$ cat src/design/lis_pkg.sv
// Shared constants, types and helpers for the LIS length tracker.
`timescale 1ns / 1ps

package lis_pkg;

  // Store depth and element width
  localparam int MAX_LEN = 1024;
  localparam int DATA_W  = 32;

  // Derived widths: store index, tail count (holds MAX_LEN), result length field
  localparam int IDX_W = $clog2(MAX_LEN);
  localparam int CNT_W = $clog2(MAX_LEN + 1);
  localparam int LEN_W = 11;

  typedef logic [IDX_W-1:0] idx_t;
  typedef logic [CNT_W-1:0] cnt_t;

  typedef enum logic [2:0] {
    ST_IDLE,
    ST_LAST_CMP,
    ST_SEARCH,
    ST_UPDATE
  } state_e;

  // Controller to datapath
  typedef struct packed {
    logic load;          // capture the request and its compare read
    logic set_append;    // element goes past the last tail
    logic start_search;  // open the search window over the whole store
    logic step;          // narrow the search window by one probe
    logic update;        // write the store and load the result register
  } cmd_t;

  // Datapath to controller
  typedef struct packed {
    logic cnt_zero;      // store empty
    logic cnt_one;       // store holds a single tail
    logic gt_last;       // element greater than the last tail
    logic search_done;   // search window closes on this probe
    logic out_free;      // result register can take a new result
  } status_t;

  // Midpoint of a search window, rounded down
  function automatic idx_t mid_of(idx_t lo, idx_t hi);
    idx_t diff;
    diff = hi - lo;
    return lo + (diff >> 1);
  endfunction

endpackage

$ cat src/design/lis_ctrl.sv
// Sequencing state machine for the LIS length tracker.
`timescale 1ns / 1ps

module lis_ctrl
  import lis_pkg::*;
(
  input  logic    clk_i,
  input  logic    rst_ni,
  input  logic    in_valid_i,
  output logic    in_ready_o,
  input  status_t status_i,
  output cmd_t    cmd_o
);

  state_e state_q, state_d;

  // State register
  always_ff @(posedge clk_i or negedge rst_ni) begin
    if (!rst_ni) begin
      state_q <= ST_IDLE;
    end else begin
      state_q <= state_d;
    end
  end

  // Next state and commands
  always_comb begin
    state_d    = state_q;
    cmd_o      = '0;
    in_ready_o = 1'b0;
    unique case (state_q)
      ST_IDLE: begin
        in_ready_o = 1'b1;
        if (in_valid_i) begin
          cmd_o.load = 1'b1;
          // empty store: append without looking
          state_d = status_i.cnt_zero ? ST_UPDATE : ST_LAST_CMP;
        end
      end
      ST_LAST_CMP: begin
        if (status_i.gt_last) begin
          cmd_o.set_append = 1'b1;
          state_d = ST_UPDATE;
        end else begin
          cmd_o.start_search = 1'b1;
          // single tail: the window is already closed on entry zero
          state_d = status_i.cnt_one ? ST_UPDATE : ST_SEARCH;
        end
      end
      ST_SEARCH: begin
        cmd_o.step = 1'b1;
        if (status_i.search_done) begin
          state_d = ST_UPDATE;
        end
      end
      ST_UPDATE: begin
        // hold until the result register frees up
        if (status_i.out_free) begin
          cmd_o.update = 1'b1;
          state_d = ST_IDLE;
        end
      end
      default: begin
        state_d = ST_IDLE;
      end
    endcase
  end

endmodule

$ cat config.mk
export PLATFORM = sky130hd
export DESIGN_NAME = lis_ctrl
export DESIGN_NICKNAME = d
export VERILOG_FILES = /design/src/design/lis_pkg.sv /design/src/design/lis_ctrl.sv
export SDC_FILE = /design/constraint.sdc
export NUM_CORES = 1
export LEC_CHECK = 0
export ABC_CLOCK_PERIOD_IN_PS = 1900
export BUFFER_PORTS_ARGS = -buffer_cell sky130_fd_sc_hd__buf_2
export CORE_AREA = 2 2 39 41
export DETAILED_ROUTE_END_ITERATION = 8
export DIE_AREA = 0 0 41 43
export PLACE_DENSITY_LB_ADDON = 0.1
export SYNTH_ARGS = -nofsm -noshare
export SYNTH_HDL_FRONTEND = slang
export SYNTH_SLANG_ARGS = --single-unit
$ cat constraint.sdc
create_clock -name clk_i -period 1.9 [get_ports clk_i]
set_input_delay 0.19 -clock clk_i [delete_from_list [all_inputs] [get_ports clk_i]]
set_output_delay 0.19 -clock clk_i [all_outputs]
set_load 0.02 [all_outputs]
==> summary.md <==
STA
• Final Max Slew Viols: 0
• Worst slew margin: 77.1%
• minimum hold slack: 0.286 ns
• post-layout min period: 1.46 ns
• peak clock frequency supported by timing: 686 MHz
• number of setup violations in the final report: 0
• setup ws final: 0.442 ns
• post-route clock period utilization: 76.7%
• RSZ-0062 raised after global routing: no
• maximum clock skew at final layout: 0.00133 ns
• Hold Violations, Final: 0
• total negative slack for setup checks: 0 ns
• slew of the pin with the lowest slew margin: 0.344 ns

Finish
• nets: 54
• leading registers by flop count: state_q x2
• filler cell count in the final layout: 169
• largest reg by FF count: state_q
• area overhead of the layout relative to synthesis: 57.3%
• final core utilization: 23.3%
• max FFs per register: 2
• proportion of layout cells with a drive suffix above 1: 45.0%
• n_diodes: 0

Floorplan
• effective utilization at floorplan: 14.8%
• area of the core: 1380 µm²
• Chip Height: 43 µm
• number of placed I/O pins: 14
• FP Rows: 14
• horizontal extent of the die: 41 µm
• die outline area: 1760 µm²

Worst setup path
• Worst Reg2Reg Path Length in Cells: 4
• crit path from: state_q[1]$_DFFE_PN0P_
• worst-path fanout max: 6
• worst flop-to-flop path startpoint: state_q[0]$_DFFE_PN0P_
• arrival time reported for the critical path endpoint: 1.27 ns
• kind of end point of the critical path: primary output
• end of the critical path: cmd_o[4]
• sort of element at the start of the critical path: flop
• worst-path cell chain: inv_1 -> ha_1 -> and2_1 -> buf_2
• largest incremental delay on the critical path: 0.41 ns
• Req. time, crit path: 1.71 ns
• cell with the largest stage delay on the worst path: dfrtp_1
• minimum setup slack among reg-to-reg paths: 0.49 ns
• critical path start-end classification: flop to primary output
• endpoint of the worst-slack reg-to-reg timing path: state_q[1]$_DFFE_PN0P_

Routing
• DRC Markers: 0
• drt via density: 3.88
• wire length after detailed routing: 476 µm
• DR iter-0 viols: 4
• total number of vias: 217
• total iterations of the first detailed-routing run: 3
• number of nets with antenna violations after routing: 0
• detail-routed net length per standard cell: 8.50 µm

Placement
• count of buffers inserted at the top-level ports: 13
• setup slack at placement: 0.463 ns
• total half-perimeter wirelength after legalization and detailed placement: 403 µm
• Final Wtd Congestion: 0.688

Clock tree
• clock transition at the registers of the reported paths: 0.03 ns
• clock buffer count from CTS: 3
• TritonCTS clock tree: done
• H-tree depth reported by CTS: 1
• TritonCTS Sinks: 2
• quantity of hold-fixing buffers added after cts: 1
• buffer count from post-CTS setup fixing: 0
• maximum buffer depth of the clock tree: 2
• post-cts resize count: 0
• cell at the root of the clock tree: clkbuf_4
• clock network latency to the later pin of the worst-skew pair: 0.22 ns

Yosys
• post-synth net total: 35
• share of flip-flops with an asynchronous set or reset: 100%
• cell types with the largest area share after synthesis: dfrtp_1 24%, ha_1 24%, inv_1 7.3%
• Gate Count Post-Synth: 23
• largest area contributor in the synthesized netlist: dfrtp_1
• Synth top cells by count: 4 x ha_1, 4 x inv_1, 2 x and2_1, 2 x dfrtp_1, 2 x nor2b_1
• Seq cells post-synth: 2
• number of synthesis warnings: 0
• Syn Area/Cell: 8.92 µm²
• area share of the largest cell type after synthesis: 24.4%
• most used flip-flop cell after synthesis: dfrtp_1
• total standard cell area after synthesis: 205 µm²
• sequential-to-total area share from yosys stat: 24.4%
• count of distinct cell types in the synthesized netlist: 14
• number of enable-type register cells in the synthesized netlist: 0

Global route
• global routing usage on met1: 7.40%
• met2 GRT Util: 8.44%
• layer with the highest usage: met2
• maximum number of pins on one net before global-route repair: 7
• via count of the first global-routing pass: 208
• initial antenna violation count: 0
• all-layer global routing usage: 6.22%
• global-route met3 utilization: 1.57%
• grt ovf: 0
• first-pass GRT wire length: 710 µm

Power
• VDD IR-drop max: 0.431 mV
• leakage component of the power: 0.000190 µW
• Cell Pwr Density: 1630 nW/µm²
• Power Total: 527 µW

Run
• max-cap violation count: 0

Hold path
• Hold Crit Class: input pin to asynchronous set/reset pin

Outcome
• status: finished, final reports clean

[cell usage in the layout, fill, tap and decap left out, types with 2 or more instances in the layout]
cell type / synthesis / layout
buf_2: 0 / 13
inv_1: 4 / 4
ha_1: 4 / 4
clkbuf_4: 0 / 3
nor2b_1: 2 / 2
and2_1: 2 / 2
dfrtp_1: 2 / 2
[final cells by class]
| class | instances | area [µm²] | area share, % |
|---|---|---|---|
| Clock buffer | 3 | 22.5 | 6.98 |
| Multi-Input combinational cell | 17 | 140 | 43.4 |
| Timing Repair Buffer | 14 | 75.1 | 23.3 |
| Tap cell | 16 | 20.0 | 6.20 |
| Inverter | 4 | 15.0 | 4.65 |
| Sequential cell | 2 | 50.0 | 15.5 |
[cell families after synthesis]
kind of cell | synth area share [%]
AO/OA/AOI/OAI | 24.4
adder cells (fa/ha/maj) | 24.4
buffers and inverters | 7.31
flip-flops | 24.4
AND/OR/NAND/NOR | 19.5
[worst min-delay path by stage]
stage | slack, ns | cells after the start | end
global placement | -0.02 | 1 | state_q[0]$_DFFE_PN0P_
detailed placement | -0.02 | 1 | state_q[0]$_DFFE_PN0P_
CTS | 0.28 | 2 | state_q[0]$_DFFE_PN0P_
finish | 0.29 | 2 | state_q[0]$_DFFE_PN0P_
global route | 0.30 | 2 | state_q[0]$_DFFE_PN0P_
floorplan | -0.11 | 0 | state_q[0]$_DFFE_PN0P_
[per-stage QoR]
stage,cell area [µm²],std cells
after global routing,323,56
final,323,56
after detailed placement,290,52
after global placement,290,52
after CTS,323,56
after floorplan,205,23
[critical path, delay by kind of cell, from the launching register on]
family        cells  cell delay (ns)
fa+ha+maj         1             0.25
buf+inv           2             0.24
simple gates      1             0.15
flops             1             0.41
[routing by layer]
| layer | share of wire [%] | vias up |
|---|---|---|
| li1 | - | 115 |
| met4 | 0 | 0 |
| met3 | 4.2 | 0 |
| met5 | 0 | - |
| met2 | 53 | 7 |
| met1 | 43 | 95 |
[report_power, final]
| group | leakage, µW | total, µW | internal, µW | switching, µW |
|---|---|---|---|---|
| Sequential | 0.0000239 | 94.2 | 67.6 | 26.6 |
| Combinational | 0.000153 | 342 | 161 | 181 |
| Clock | 0.0000138 | 90.8 | 69.4 | 21.4 |
Power figures use the tool's default switching activity.
